## src/sv/gda_pkg.sv

```systemverilog
// Shared constants, command codes and calendar helpers for the date arithmetic block.
package gda_pkg;

   // Field widths of the request and response beats
   localparam int CMD_W  = 3;
   localparam int DAY_W  = 5;
   localparam int MON_W  = 4;
   localparam int YEAR_W = 15;
   localparam int CNT_W  = 16;
   localparam int DIFF_W = 25;

   // Day-count accumulator: holds a serial day number of a 16-bit year, signed
   localparam int ACC_W = 26;

   // Default year width of the stored date
   localparam int YEAR_BITS_DEF = 15;

   // Register file
   localparam int                CSR_ADDR_W      = 3;
   localparam int                CSR_DATA_W      = 32;
   localparam logic              REG_LATEST_YEAR = 1'b0;
   localparam logic [YEAR_W-1:0] LATEST_YEAR_RST = 15'd2024;

   // Command codes
   localparam logic [CMD_W-1:0] CMD_LOAD = 3'd0;
   localparam logic [CMD_W-1:0] CMD_INC  = 3'd1;
   localparam logic [CMD_W-1:0] CMD_DEC  = 3'd2;
   localparam logic [CMD_W-1:0] CMD_ADD  = 3'd3;
   localparam logic [CMD_W-1:0] CMD_SUB  = 3'd4;
   localparam logic [CMD_W-1:0] CMD_DIFF = 3'd5;

   // x divisible by 25 (x < 2^16) iff x * inverse(25) mod 2^16 <= floor((2^16-1)/25)
   localparam logic [15:0] DIV25_INV = 16'd23593;
   localparam logic [15:0] DIV25_LIM = 16'd2621;
   // floor(v/25) for v < 2^15 as (v * ceil(2^19/25)) >> 19
   localparam logic [29:0] DIV25_MUL = 30'd20972;
   localparam int          DIV25_SH  = 19;

   // Saturation bounds of the difference field
   localparam logic signed [ACC_W-1:0] DIFF_HI = ACC_W'((1 <<< (DIFF_W - 1)) - 1);
   localparam logic signed [ACC_W-1:0] DIFF_LO = -DIFF_HI - ACC_W'(1);

   // Leap year: divisible by 4 and not by 100, or divisible by 400
   function automatic logic is_leap(input logic [15:0] y);
      logic [15:0] t;
      logic        by25;
      t    = 16'(y * DIV25_INV);
      by25 = (t <= DIV25_LIM);
      return (y[1:0] == 2'd0) && (!by25 || (y[3:0] == 4'd0));
   endfunction

   // Length of month m; zero for a month code outside 1..12
   function automatic logic [DAY_W-1:0] month_days(input logic [MON_W-1:0] m,
                                                   input logic lp);
      logic [DAY_W-1:0] d;
      case (m)
         4'd1, 4'd3, 4'd5, 4'd7, 4'd8, 4'd10, 4'd12: d = 5'd31;
         4'd4, 4'd6, 4'd9, 4'd11:                    d = 5'd30;
         4'd2:                                       d = lp ? 5'd29 : 5'd28;
         default:                                    d = 5'd0;
      endcase
      return d;
   endfunction

   // Days in a common year before the first of month m
   function automatic logic [8:0] days_before_month(input logic [MON_W-1:0] m);
      logic [8:0] d;
      case (m)
         4'd1:    d = 9'd0;
         4'd2:    d = 9'd31;
         4'd3:    d = 9'd59;
         4'd4:    d = 9'd90;
         4'd5:    d = 9'd120;
         4'd6:    d = 9'd151;
         4'd7:    d = 9'd181;
         4'd8:    d = 9'd212;
         4'd9:    d = 9'd243;
         4'd10:   d = 9'd273;
         4'd11:   d = 9'd304;
         4'd12:   d = 9'd334;
         default: d = 9'd0;
      endcase
      return d;
   endfunction

   // floor(v / 25) by reciprocal multiply
   function automatic logic [14:0] div25(input logic [14:0] v);
      logic [29:0] p;
      p = 30'(v) * DIV25_MUL;
      return 15'(p >> DIV25_SH);
   endfunction

   // Clamp the day difference into the result field
   function automatic logic [DIFF_W-1:0] sat_diff(input logic signed [ACC_W-1:0] a);
      logic [DIFF_W-1:0] r;
      if (a > DIFF_HI) begin
         r = DIFF_W'(DIFF_HI);
      end else if (a < DIFF_LO) begin
         r = DIFF_W'(DIFF_LO);
      end else begin
         r = a[DIFF_W-1:0];
      end
      return r;
   endfunction

endpackage

```

## src/sv/gregorian_date_arithmetic.sv

```systemverilog
// Gregorian date register with load, step, add/subtract days and day difference.
//
// Usage: one command beat on the req_ channel, one result beat on the rsp_ channel.
// A beat is taken when valid is high and stall is low. The block works on one
// command at a time and holds req_stall high until the command has been handed to
// the result register; the result register lets the next command start while the
// previous result waits for the receiver.
// A difference sums two dates of six terms each through one shared adder.
// Increment, decrement, add and subtract walk the date one month per cycle
// through a single adder/compare unit, and pass through a state that refreshes
// the leap flag for each year crossed. A new command is taken only after the
// previous result has been handed over to the result register.
// A stalled receiver holds the result beat; a finished command waits in its last
// state until the result register frees up, and req_stall stays high meanwhile.
// Reset sets the date to 0001-01-01 and latest_year to 2024; no clearing pass.
// latest_year is written over the csr_ port at byte address 0; the user must
// write it only while idle, and the block itself leaves this unchecked.
module gregorian_date_arithmetic #(
   parameter int YEAR_BITS = gda_pkg::YEAR_BITS_DEF
) (
   input  logic                                  clock,
   input  logic                                  reset,
   // command channel
   input  logic                                  req_valid,
   output logic                                  req_stall,
   input  logic [gda_pkg::CMD_W-1:0]             req_cmd,
   input  logic [gda_pkg::DAY_W-1:0]             req_day_in,
   input  logic [gda_pkg::MON_W-1:0]             req_month_in,
   input  logic [gda_pkg::YEAR_W-1:0]            req_year_in,
   input  logic [gda_pkg::CNT_W-1:0]             req_day_count,
   // result channel
   output logic                                  rsp_valid,
   input  logic                                  rsp_stall,
   output logic [gda_pkg::DAY_W-1:0]             rsp_day_out,
   output logic [gda_pkg::MON_W-1:0]             rsp_month_out,
   output logic [gda_pkg::YEAR_W-1:0]            rsp_year_out,
   output logic                                  rsp_ok,
   output logic signed [gda_pkg::DIFF_W-1:0]     rsp_day_difference,
   // register port
   input  logic                                  csr_psel,
   input  logic                                  csr_penable,
   input  logic                                  csr_pwrite,
   input  logic [gda_pkg::CSR_ADDR_W-1:0]        csr_paddr,
   input  logic [gda_pkg::CSR_DATA_W-1:0]        csr_pwdata,
   output logic [gda_pkg::CSR_DATA_W-1:0]        csr_prdata,
   output logic                                  csr_pready
);

   localparam logic [YEAR_BITS-1:0] YEAR_MAX   = '1;
   localparam logic [3:0]           DIFF_STEPS = 4'd12;

   // sequencer states
   localparam logic [2:0] S_IDLE  = 3'd0;
   localparam logic [2:0] S_CHECK = 3'd1;
   localparam logic [2:0] S_LEAP  = 3'd2;
   localparam logic [2:0] S_STEP  = 3'd3;
   localparam logic [2:0] S_DIFF  = 3'd4;
   localparam logic [2:0] S_OUT   = 3'd5;

   logic [2:0]                          state_ff, state_in;
   logic [gda_pkg::CMD_W-1:0]           cmd_ff, cmd_in;
   logic [gda_pkg::DAY_W-1:0]           din_ff, din_in;
   logic [gda_pkg::MON_W-1:0]           min_ff, min_in;
   logic [gda_pkg::YEAR_W-1:0]          yin_ff, yin_in;
   logic [gda_pkg::CNT_W-1:0]           rem_ff, rem_in;
   logic                                sub_ff, sub_in;
   logic [gda_pkg::DAY_W-1:0]           wd_ff, wd_in;
   logic [gda_pkg::MON_W-1:0]           wm_ff, wm_in;
   logic [YEAR_BITS-1:0]                wy_ff, wy_in;
   logic                                leap_ff, leap_in;
   logic [gda_pkg::DAY_W-1:0]           date_day_ff, date_day_in;
   logic [gda_pkg::MON_W-1:0]           date_mon_ff, date_mon_in;
   logic [YEAR_BITS-1:0]                date_year_ff, date_year_in;
   logic                                ok_ff, ok_in;
   logic signed [gda_pkg::ACC_W-1:0]    acc_ff, acc_in;
   logic signed [gda_pkg::ACC_W-1:0]    term_ff, term_in;
   logic [3:0]                          step_ff, step_in;
   logic [gda_pkg::YEAR_W-1:0]          latest_ff, latest_in;
   logic                                rsp_valid_ff, rsp_valid_in;
   logic [gda_pkg::DAY_W-1:0]           rsp_day_ff, rsp_day_in;
   logic [gda_pkg::MON_W-1:0]           rsp_month_ff, rsp_month_in;
   logic [gda_pkg::YEAR_W-1:0]          rsp_year_ff, rsp_year_in;
   logic                                rsp_ok_ff, rsp_ok_in;
   logic [gda_pkg::DIFF_W-1:0]          rsp_diff_ff, rsp_diff_in;

   logic                                csr_wr;
   logic                                op_valid;
   logic                                load_ok;
   logic [gda_pkg::DAY_W-1:0]           cur_dim;
   logic [gda_pkg::DAY_W-1:0]           cur_left;
   logic                                t_op;
   logic [2:0]                          t_idx;
   logic [15:0]                         t_year;
   logic [16:0]                         t_y17;
   logic [gda_pkg::MON_W-1:0]           t_mon;
   logic [gda_pkg::DAY_W-1:0]           t_day;
   logic [gda_pkg::ACC_W-1:0]           t_mag;
   logic                                t_neg;

   // register port: one register, word index in paddr[2]
   assign csr_wr     = csr_psel && csr_penable && csr_pwrite &&
                       (csr_paddr[gda_pkg::CSR_ADDR_W-1:2] == gda_pkg::REG_LATEST_YEAR);
   assign latest_in  = csr_wr ? csr_pwdata[gda_pkg::YEAR_W-1:0] : latest_ff;
   assign csr_pready = 1'b1;
   assign csr_prdata = (csr_paddr[gda_pkg::CSR_ADDR_W-1:2] == gda_pkg::REG_LATEST_YEAR) ?
                       gda_pkg::CSR_DATA_W'(latest_ff) : '0;

   // operand date check, shared by load and difference
   assign op_valid = (din_ff != 5'd0) &&
                     (din_ff <= gda_pkg::month_days(min_ff, gda_pkg::is_leap(16'(yin_ff))));
   assign load_ok  = op_valid && (yin_ff <= latest_ff) && (17'(yin_ff) <= 17'(YEAR_MAX));

   // days left in the working month
   assign cur_dim  = gda_pkg::month_days(wm_ff, leap_ff);
   assign cur_left = cur_dim - wd_ff;

   // difference term unit: stored date in steps 0..5, operand in 6..11
   assign t_op   = (step_ff >= 4'd6);
   assign t_idx  = t_op ? 3'(step_ff - 4'd6) : step_ff[2:0];
   assign t_year = t_op ? 16'(yin_ff) : 16'(date_year_ff);
   assign t_mon  = t_op ? min_ff : date_mon_ff;
   assign t_day  = t_op ? din_ff : date_day_ff;
   assign t_y17  = 17'(t_year);

   always_comb begin
      t_neg = t_op;
      case (t_idx)
         3'd0: t_mag = gda_pkg::ACC_W'(t_year) * gda_pkg::ACC_W'(365);
         3'd1: t_mag = gda_pkg::ACC_W'((t_y17 + 17'd3) >> 2);
         3'd2: begin
            t_mag = gda_pkg::ACC_W'(gda_pkg::div25(15'((t_y17 + 17'd99) >> 2)));
            t_neg = !t_op;
         end
         3'd3: t_mag = gda_pkg::ACC_W'(gda_pkg::div25(15'((t_y17 + 17'd399) >> 4)));
         3'd4: t_mag = gda_pkg::ACC_W'(gda_pkg::days_before_month(t_mon)) +
                       gda_pkg::ACC_W'(gda_pkg::is_leap(t_year) && (t_mon > 4'd2));
         3'd5: t_mag = gda_pkg::ACC_W'(t_day) - gda_pkg::ACC_W'(1);
         default: t_mag = '0;
      endcase
   end

   // sequencer
   always_comb begin
      state_in     = state_ff;
      cmd_in       = cmd_ff;
      din_in       = din_ff;
      min_in       = min_ff;
      yin_in       = yin_ff;
      rem_in       = rem_ff;
      sub_in       = sub_ff;
      wd_in        = wd_ff;
      wm_in        = wm_ff;
      wy_in        = wy_ff;
      leap_in      = leap_ff;
      date_day_in  = date_day_ff;
      date_mon_in  = date_mon_ff;
      date_year_in = date_year_ff;
      ok_in        = ok_ff;
      acc_in       = acc_ff;
      term_in      = term_ff;
      step_in      = step_ff;
      rsp_valid_in = rsp_valid_ff && rsp_stall;
      rsp_day_in   = rsp_day_ff;
      rsp_month_in = rsp_month_ff;
      rsp_year_in  = rsp_year_ff;
      rsp_ok_in    = rsp_ok_ff;
      rsp_diff_in  = rsp_diff_ff;

      case (state_ff)
         S_IDLE: begin
            if (req_valid) begin
               cmd_in  = req_cmd;
               din_in  = req_day_in;
               min_in  = req_month_in;
               yin_in  = req_year_in;
               rem_in  = ((req_cmd == gda_pkg::CMD_INC) || (req_cmd == gda_pkg::CMD_DEC)) ?
                         16'd1 : req_day_count;
               sub_in  = (req_cmd == gda_pkg::CMD_DEC) || (req_cmd == gda_pkg::CMD_SUB);
               wd_in   = date_day_ff;
               wm_in   = date_mon_ff;
               wy_in   = date_year_ff;
               ok_in   = 1'b0;
               acc_in  = '0;
               step_in = 4'd0;
               state_in = S_CHECK;
            end
         end

         S_CHECK: begin
            case (cmd_ff)
               gda_pkg::CMD_LOAD: begin
                  if (load_ok) begin
                     date_day_in  = din_ff;
                     date_mon_in  = min_ff;
                     date_year_in = YEAR_BITS'(yin_ff);
                     ok_in        = 1'b1;
                  end
                  state_in = S_OUT;
               end
               gda_pkg::CMD_INC, gda_pkg::CMD_DEC, gda_pkg::CMD_ADD, gda_pkg::CMD_SUB: begin
                  state_in = S_LEAP;
               end
               gda_pkg::CMD_DIFF: begin
                  state_in = op_valid ? S_DIFF : S_OUT;
               end
               default: begin
                  state_in = S_OUT;
               end
            endcase
         end

         // refresh the leap flag at the start of a step command and after the working year changed
         S_LEAP: begin
            leap_in  = gda_pkg::is_leap(16'(wy_ff));
            state_in = S_STEP;
         end

         // one month per cycle, with a pass through S_LEAP whenever the year changes
         S_STEP: begin
            if (!sub_ff) begin
               if (rem_ff <= 16'(cur_left)) begin
                  date_day_in  = wd_ff + rem_ff[gda_pkg::DAY_W-1:0];
                  date_mon_in  = wm_ff;
                  date_year_in = wy_ff;
                  ok_in        = 1'b1;
                  state_in     = S_OUT;
               end else begin
                  rem_in = rem_ff - 16'(cur_left) - 16'd1;
                  wd_in  = 5'd1;
                  if (wm_ff == 4'd12) begin
                     if (wy_ff == YEAR_MAX) begin
                        state_in = S_OUT;
                     end else begin
                        wm_in    = 4'd1;
                        wy_in    = wy_ff + YEAR_BITS'(1);
                        state_in = S_LEAP;
                     end
                  end else begin
                     wm_in = wm_ff + 4'd1;
                  end
               end
            end else begin
               if (rem_ff < 16'(wd_ff)) begin
                  date_day_in  = wd_ff - rem_ff[gda_pkg::DAY_W-1:0];
                  date_mon_in  = wm_ff;
                  date_year_in = wy_ff;
                  ok_in        = 1'b1;
                  state_in     = S_OUT;
               end else begin
                  rem_in = rem_ff - 16'(wd_ff);
                  if (wm_ff == 4'd1) begin
                     if (wy_ff == '0) begin
                        state_in = S_OUT;
                     end else begin
                        wm_in    = 4'd12;
                        wd_in    = 5'd31;
                        wy_in    = wy_ff - YEAR_BITS'(1);
                        state_in = S_LEAP;
                     end
                  end else begin
                     wm_in = wm_ff - 4'd1;
                     wd_in = gda_pkg::month_days(wm_ff - 4'd1, leap_ff);
                  end
               end
            end
         end

         // form a term into term_ff and add it to the accumulator in the following cycle
         S_DIFF: begin
            if (step_ff != DIFF_STEPS) begin
               term_in = t_neg ? $signed(-t_mag) : $signed(t_mag);
            end
            if (step_ff != 4'd0) begin
               acc_in = acc_ff + term_ff;
            end
            if (step_ff == DIFF_STEPS) begin
               ok_in    = 1'b1;
               state_in = S_OUT;
            end else begin
               step_in = step_ff + 4'd1;
            end
         end

         // hand the result to the output register once it is free
         S_OUT: begin
            if (!rsp_valid_ff || !rsp_stall) begin
               rsp_valid_in = 1'b1;
               rsp_day_in   = date_day_ff;
               rsp_month_in = date_mon_ff;
               rsp_year_in  = gda_pkg::YEAR_W'(date_year_ff);
               rsp_ok_in    = ok_ff;
               rsp_diff_in  = gda_pkg::sat_diff(acc_ff);
               state_in     = S_IDLE;
            end
         end

         default: begin
            state_in = S_IDLE;
         end
      endcase
   end

   // control state and stored date
   always_ff @(posedge clock) begin
      if (reset) begin
         state_ff     <= S_IDLE;
         rsp_valid_ff <= 1'b0;
         date_day_ff  <= 5'd1;
         date_mon_ff  <= 4'd1;
         date_year_ff <= YEAR_BITS'(1);
         latest_ff    <= gda_pkg::LATEST_YEAR_RST;
      end else begin
         state_ff     <= state_in;
         rsp_valid_ff <= rsp_valid_in;
         date_day_ff  <= date_day_in;
         date_mon_ff  <= date_mon_in;
         date_year_ff <= date_year_in;
         latest_ff    <= latest_in;
      end
   end

   // working and payload registers
   always_ff @(posedge clock) begin
      cmd_ff       <= cmd_in;
      din_ff       <= din_in;
      min_ff       <= min_in;
      yin_ff       <= yin_in;
      rem_ff       <= rem_in;
      sub_ff       <= sub_in;
      wd_ff        <= wd_in;
      wm_ff        <= wm_in;
      wy_ff        <= wy_in;
      leap_ff      <= leap_in;
      ok_ff        <= ok_in;
      acc_ff       <= acc_in;
      term_ff      <= term_in;
      step_ff      <= step_in;
      rsp_day_ff   <= rsp_day_in;
      rsp_month_ff <= rsp_month_in;
      rsp_year_ff  <= rsp_year_in;
      rsp_ok_ff    <= rsp_ok_in;
      rsp_diff_ff  <= rsp_diff_in;
   end

   assign req_stall          = (state_ff != S_IDLE);
   assign rsp_valid          = rsp_valid_ff;
   assign rsp_day_out        = rsp_day_ff;
   assign rsp_month_out      = rsp_month_ff;
   assign rsp_year_out       = rsp_year_ff;
   assign rsp_ok             = rsp_ok_ff;
   assign rsp_day_difference = $signed(rsp_diff_ff);

`ifndef ASSERT_OFF
   // stored date is always a real calendar date
   a_date_valid: assert property (@(posedge clock) disable iff (reset)
      (date_mon_ff >= 4'd1) && (date_mon_ff <= 4'd12) && (date_day_ff != 5'd0) &&
      (date_day_ff <= gda_pkg::month_days(date_mon_ff, gda_pkg::is_leap(16'(date_year_ff)))))
      else $error("stored date out of calendar");

   // the date only changes while a command is in work
   a_idle_hold: assert property (@(posedge clock) disable iff (reset)
      (state_ff == S_IDLE) |=> ($stable(date_day_ff) && $stable(date_mon_ff) &&
                                $stable(date_year_ff)))
      else $error("date changed while idle");

   // the remaining day count never grows while stepping
   a_rem_down: assert property (@(posedge clock) disable iff (reset)
      (state_ff == S_STEP) |=> (rem_ff <= $past(rem_ff)))
      else $error("remaining day count grew");

   // a refused command reports no difference
   a_refused_zero: assert property (@(posedge clock) disable iff (reset)
      (rsp_valid_ff && !rsp_ok_ff) |-> (rsp_diff_ff == '0))
      else $error("difference reported on refused command");
`endif

endmodule
```

## config.mk

```make
export PLATFORM = sky130hd
export DESIGN_NAME = gregorian_date_arithmetic
export DESIGN_NICKNAME = d
export VERILOG_FILES = /design/src/sv/gda_pkg.sv /design/src/sv/gregorian_date_arithmetic.sv
export SDC_FILE = /design/constraint.sdc
export NUM_CORES = 1
export LEC_CHECK = 0
export ABC_AREA = 1
export BUFFER_PORTS_ARGS = -buffer_cell sky130_fd_sc_hd__buf_2
export CAP_MARGIN = 20
export CELL_PAD_IN_SITES_DETAIL_PLACEMENT = 1
export CELL_PAD_IN_SITES_GLOBAL_PLACEMENT = 2
export CORE_ASPECT_RATIO = 1.5
export CORE_MARGIN = 5
export CORE_UTILIZATION = 35
export DETAILED_ROUTE_END_ITERATION = 8
export PLACE_DENSITY_LB_ADDON = 0.1
export SYNTH_ARGS = -nofsm -noshare
export SYNTH_HDL_FRONTEND = slang
export SYNTH_SLANG_ARGS = --single-unit
```

## constraint.sdc

```tcl
create_clock -name clock -period 7.5 [get_ports clock]
set_clock_uncertainty 0.2 [all_clocks]
set_input_delay 0.375 -clock clock [delete_from_list [all_inputs] [get_ports clock]]
set_output_delay 0.375 -clock clock [all_outputs]
set_load 0.05 [all_outputs]
```

# After elaboration in Yosys (flattened, before gate mapping)
# Memories as Yosys holds them, arrays and structs flattened.
# Cells that the tools add are included.
# totals
reg_bits	219
latchBits	0
ram_bits	0
rom_bits	144
out_inout_bits	85
wordCells	290
mem_count	1
# classes
add_sub_neg	19
mul	6
n_div	0
magnitude_cmp	11
n_eq_ne	76
n_shift	0
mux	93
bitwise_logic	1
n_reduce_logical	58
# mem_list
memory	words	word_bits	read_ports	rd_clocked_by_memory_dff	write_ports	line	text
(no name shown)	16	9	1	0	0	gda_pkg.sv:68	case (m)
# op_table
cell	count
2-to-1 mux 15 bit	15
one-hot mux 26 bit (6 select lines)	1
2-to-1 mux 16 bit	5
2-to-1 mux 26 bit	3
== test 4 bit (second input constant)	16
2-to-1 mux 4 bit	16
2-to-1 mux 5 bit	12
one-hot mux 15 bit (2 select lines)	2
one-hot mux 26 bit (2 select lines)	1
== test 4 x 3 -> 1 bit (second input constant)	12
less-or-equal comparator 16 x 12 -> 1 bit (second input constant)	3
multiplier 15 x 15 -> 16 bit (second input constant)	3
one-hot mux 5 bit (3 select lines)	3
2-to-1 mux 3 bit	11
one-hot mux 16 bit (2 select lines)	1
subtractor 16 x 5 -> 16 bit	2
multiplier 14 x 13 -> 27 bit (second input constant)	1
adder 26 bit	1
greater-than comparator 26 x 25 -> 1 bit (second input constant)	1
< comparator 26 x 25 -> 1 bit (second input constant)	1
negator 26 bit	1
multiplier 12 x 13 -> 25 bit (second input constant)	1
2-to-1 mux 25 bit	1
== test 4 x 2 -> 1 bit (second input constant)	6
57 further kinds	145

# Logic depth before layout (Yosys ltp)
# depth
word_depth	13
depth_mapped	51
ltp_nobuf	50

# Worst setup path after synthesis
# Ideal clock, no wire load.
# synth_path
path_type	register -> register
from	register step_ff[0]
to	register term_ff[16] (netlist bit) (data pin)
setup_ps	252
t_arrival_ps	7387
required_time_ps	7048
setup_slack_ps	-340
stages_incl_launch_ff	43
period_less_slack_ps	7840
cell_sequence	edfxtp_1 > inv_1 > ha_1 > nor2_1 > nand2_2 > nand2_4 > buf_12 > nand2_1 > nand2_2 > inv_1 > ha_1 > nand2_1 > a31oi_1 > nand2_1 > nor4_1 > xor2_1 > inv_1 > fa_1 > [7 not listed] > ha_1 > nand2_1 > nor2_1 > and3_1 > nand2_1 > nand2_1 > nand2_1 > nand3_1 > nand3_1 > nor2_1 > ha_1 > nand4_1 > nor2_2 > nand3_2 > o21ai_4 > nand2_1 > nand2_1 > nand2_1
# synth_via
elab_chain_len	12
word_cells_on_any_way	36
cone_classes	add/sub (7); mul (4); order compare (3); eq/ne (5); mux (8); reduce/logical (8); memory (1)
# synth_lines
element	line	text
start: declaration	gregorian_date_arithmetic.sv:77	logic [3:0] step_ff, step_in;
start signal: assignment	gregorian_date_arithmetic.sv:337	step_ff <= step_in;
>= comparator 4 x 3 -> 1 bit	gregorian_date_arithmetic.sv:118	assign t_op = (step_ff >= 4'd6);
2-to-1 mux 15 bit	gregorian_date_arithmetic.sv:120	assign t_year = t_op ? 16'(yin_ff) : 16'(date_year_ff);
multiplier 15 x 15 -> 16 bit	gda_pkg.sv:47	t = 16'(y * DIV25_INV);
less-or-equal comparator 16 x 12 -> 1 bit	gda_pkg.sv:48	by25 = (t <= DIV25_LIM);
zero test 1 bit	gda_pkg.sv:49	return (y[1:0] == 2'd0) && (!by25 || (y[3:0] == 4'd0));
logical OR 1 bit	gda_pkg.sv:49	
logical AND 1 bit	gda_pkg.sv:49	
logical AND 1 bit	gregorian_date_arithmetic.sv:136	gda_pkg::ACC_W'(gda_pkg::is_leap(t_year) && (t_mon > 4'd2));
adder 9 x 1 -> 10 bit	gregorian_date_arithmetic.sv:135	3'd4: t_mag = gda_pkg::ACC_W'(gda_pkg::days_before_month(t_mon)) +
one-hot mux 26 bit (6 select lines)	gregorian_date_arithmetic.sv:127	case (t_idx)
negator 26 bit	gregorian_date_arithmetic.sv:271	term_in = t_neg ? $signed(-t_mag) : $signed(t_mag);
2-to-1 mux 26 bit (*)	gregorian_date_arithmetic.sv:271	
end signal: assignment	gregorian_date_arithmetic.sv:336	term_ff <= term_in;
end: declaration	gregorian_date_arithmetic.sv:76	logic signed [gda_pkg::ACC_W-1:0] term_ff, term_in;
# Mark *: on every way between the ends. The rest lies on a longest branch, timed or not. The select of a mux whose other input is x is not followed.
# A chain may end at the register's enable or synchronous reset.

# Final worst setup path
# layout_path
from	register step_ff[1]
to	register term_ff[14] (netlist bit) (data pin)
# Same word-level chain as after synthesis.

==> flow_results.org <==
** Finish
- Cells with a size suffix above 1 make up a little under a quarter of the layout.
- The area growth from synthesis to layout is 28.62%.
- Leading cell type in the layout, fill and taps excluded :: sky130_fd_sc_hd__inv_1
- The layout has between 10k and 15k filler cells.
- After the last flow step, the layout net total stands at between 5k and 6k.
- In the layout the commonest cells are sky130_fd_sc_hd__inv_1 (754), sky130_fd_sc_hd__nand2_1 (535), sky130_fd_sc_hd__ha_1 (448).
- After the flow finishes, the layout carries non-filler instances totaling about 5.5k.

** Placement
- Placed wire-length estimate :: a little over 90 mm
- Count of placed standard cells including taps :: between 5k and 6k
- Input/output buffers :: approximately 130
- Final Wtd Congestion :: between 0.8 and 0.9

** Global route
- Largest net degree at the start of global routing :: 76
- For this run the aggregate overflow at the end of global routing stands at 0.
- Vias in the first global route :: 29.42k
- Global routing used 46.43% of the available met2 tracks.
- Antenna violations before repair :: 3
- The first global-routing pass estimated 164.5 mm of wire.
- Met3 GRT Util :: approximately 1.3%
- Met1 routing resource usage after global routing :: between 20% and 30%
- For this run, the total global-route usage over all layers was measured as about 23%.
- Most crowded layer after global routing :: met2

** Min path
- The min-delay analysis places its worst path in the category in -> reg.
- The worst hold path begins at reset.
- Counting instances, the worst hold path has a depth of 2.
- Sink of the worst hold path :: state_ff[1]

** Drt
- Average routed wire per standard cell :: 19.54 microns
- After detailed routing, the number of vias per cell comes to about 4.9.
- After the first detailed-routing iteration, the DRC count stood at ~900.
- Drt pass-1 iters :: 5
- Vias :: approximately 27k
- DRC violations left :: 0
- Antenna viol nets, final :: 0
- After detailed routing, the total wire length is between 100 and 150 mm.

** Synth
- Dominant cell type by area after synthesis :: sky130_fd_sc_hd__ha_1
- Mapped cell area :: between 20000 and 30000 sq um
- Summed over its instances, the top area cell type makes up a little over a fifth of the synthesized netlist area.
- Dividing the synthesized area by the synthesized cell count gives 7.994 sq um.
- During synthesis, Yosys emitted a total of 0 warnings.
- The synthesized design contains between 200 and 250 register bits.
- In the synthesized netlist, the number of instances is roughly 3.7k.
- In the synthesized netlist the dominant register cell turns out to be sky130_fd_sc_hd__edfxtp_1.
- Cell variety after synth :: 64
- EDFF count, synth :: about 180
- Top cells by area in the synthesized netlist :: sky130_fd_sc_hd__ha_1 (21%), sky130_fd_sc_hd__edfxtp_1 (18%), sky130_fd_sc_hd__fa_1 (14%)
- Sequential cell area fraction in the yosys report :: ~21%
- Counting flops with an async set or reset pin after synthesis yields a share of 0%.

** Critical path
- In this run the critical register-to-register path is launched from step_ff[1].
- Along the worst path, the maximum fanout reaches 8.
- Worst Path Class, Setup :: reg -> reg
- For this run, the slowest stage of the critical path takes between 0.5 and 0.6 ns.
- The worst register-to-register path ends at term_ff[14].
- STA puts the critical path data arrival time at 7.85 ns.
- The slowest stage of the critical path is the sky130_fd_sc_hd__fa_1 cell.
- Setup slack, reg-to-reg :: -0.23 ns
- Element type at the critical path start :: flop
- Counting cells, the worst reg-to-reg path comes to 47.
- STA puts the critical path data required time at 7.62 ns.
- Critical path capture point type :: flop

** Timing
- Slew Limit Headroom :: roughly a quarter
- Final count of negative-setup-slack endpoints :: 23
- Derived from the worst setup path, the maximum achievable clock frequency is 129.3 MHz.
- Hold is met by 0.2013 ns.
- Summed over all failing endpoints, the final setup total negative slack is -2.963 ns.
- Count of final hold-check violations :: 0
- Dividing the final minimum period by the clock period gives 103.1%.
- Crit path time final :: about 7.7 ns
- The total count of max-transition violations in the final report came to 0.
- Smallest setup slack after layout :: -0.2315 ns
- At the pin with the least slew margin, the transition time is 1.114 ns.
- Setup repair after global routing could not meet its margin everywhere.

** Floorplan
- Die Y :: roughly 370 microns
- Initial Utilization :: 35.18%
- The floorplan has between 100 and 150 rows.
- Width of the die :: approximately 250 microns
- Die Footprint :: just over 90000 sq um
- In this run the standard cell core region covers 84740 sq um.
- Pin placement for this block handled between 150 and 200 I/O pins.

** Clocking
- CTS built an H-tree with a depth of 1.
- In this run, CTS created clock tree buffers numbering 24.
- Counting along the longest clock path gives a buffer depth of 3.
- CTS root buffer :: sky130_fd_sc_hd__clkbuf_16
- TritonCTS built the clock tree.
- The clock reaches the later pin of the worst-skew pair after 0.57 ns.
- CTS saw 219 sinks.
- Clock-pin slew was measured on the worst setup and hold paths at roughly 0.070 ns.

** Outcome
- Failing checks :: negative setup slack
- Result of the run :: finished with violations

** Job
- Max-Cap Viols :: 0
-- worst max-delay path by stage --
stage / endpoint / startpoint / slack, ns
final: term_ff[14] / step_ff[1] / -0.23
after global routing: term_ff[18] / step_ff[1] / -0.58
after CTS: term_ff[18] / step_ff[0] / -0.20
after detailed placement: term_ff[22] / step_ff[1] / -0.83
after global placement: term_ff[16] / step_ff[1] / -0.70
after floorplan: term_ff[16] / step_ff[0] / 0.008
-- Yosys cell counts, types with 16 or more instances --
cell type / count
sky130_fd_sc_hd__edfxtp_1: 176
sky130_fd_sc_hd__nor2_1: 277
sky130_fd_sc_hd__ha_1: 503
sky130_fd_sc_hd__nand4_1: 40
sky130_fd_sc_hd__a211oi_1: 42
sky130_fd_sc_hd__o21ai_0: 196
sky130_fd_sc_hd__fa_1: 214
sky130_fd_sc_hd__inv_2: 16
sky130_fd_sc_hd__nand2_1: 596
sky130_fd_sc_hd__clkbuf_1: 39
sky130_fd_sc_hd__dfxtp_1: 43
sky130_fd_sc_hd__nand3_1: 175
sky130_fd_sc_hd__xor2_1: 66
sky130_fd_sc_hd__nand2_2: 34
sky130_fd_sc_hd__a31oi_1: 18
sky130_fd_sc_hd__inv_1: 796
sky130_fd_sc_hd__xnor2_1: 39
sky130_fd_sc_hd__a21oi_1: 206
sky130_fd_sc_hd__buf_4: 20
sky130_fd_sc_hd__o21bai_1: 17
sky130_fd_sc_hd__nor3_1: 36
sky130_fd_sc_hd__nand3b_1: 20
-- metrics by stage --
step	instance area [sq um]	utilization, %	worst slack (ns)
2_1_floorplan	30060	-	0.007667
6_report	38340	45.25	-0.2315
3_3_place_gp	34690	40.93	-0.7013
3_5_place_dp	34690	40.93	-0.8297
4_1_cts	37530	44.29	-0.1950
5_1_grt	38340	45.25	-0.5767
-- flip-flops by register name, indices dropped and copies added, names as in the netlist, 5 cells and up --
name and cells:
din_ff 5, rsp_day_out 5, acc_ff 26, latest_ff 15, date_day_ff 5, wy_ff 15, wd_ff 5, rem_ff 16
yin_ff 15, rsp_day_difference 25, date_year_ff 15, term_ff 26, rsp_year_out 15
-- area by class of cell --
class / instances / area [sq um] / share of cell area, %
diodes: 1 / 2.502 / 0.006527
clock buffers: 30 / 644.4 / 1.681
clock inverters: 14 / 198.9 / 0.5189
inverters: 813 / 3067 / 7.998
multi-input cells: 2641 / 22140 / 57.75
flip-flops and latches: 219 / 6146 / 16.03
well taps: 1130 / 1414 / 3.688
repair buffers: 634 / 4727 / 12.33
-- repair_timing --
action / CTS / global route
endpoints found under the hold margin: 60 / 0
gates cloned: 1 / 1
endpoints found under the setup margin: 25 / 25
resized for setup: 232 / 139
setup buffers: 39 / 23
hold buffers: 59 / 0
pin swaps: 130 / 75
-- per-layer routing --
layer,vias to the layer above,part of all wire [%]
met2,347,56
met5,-,0
li1,13260,-
met1,13210,37
met4,0,4.7
met3,148,2.0
-- critical path, delay by kind of cell (launching register included) --
family / cells / cell delay, ns
adders and majority gates: 8 / 2.79
and+or+nand+nor: 22 / 2.15
buffers and inverters: 11 / 0.87
AOI/OAI and AO/OA: 5 / 0.76
DFF: 1 / 0.46
xor gates and xnor gates: 1 / 0.21
-- cell families after synthesis --
kind of cell,count (synthesis),share of synthesized area [%]
flip-flops,219,20.62
adder cells (fa/ha/maj),717,35.48
XOR/XNOR,106,3.177
AO/OA/AOI/OAI,558,10.82
other,2,0.02519
AND/OR/NAND/NOR,1241,18.22
buffers and inverters,886,11.67
Power is not shown: default switching activity piles up to over one toggle a cycle in this logic, so the estimate is an artifact.
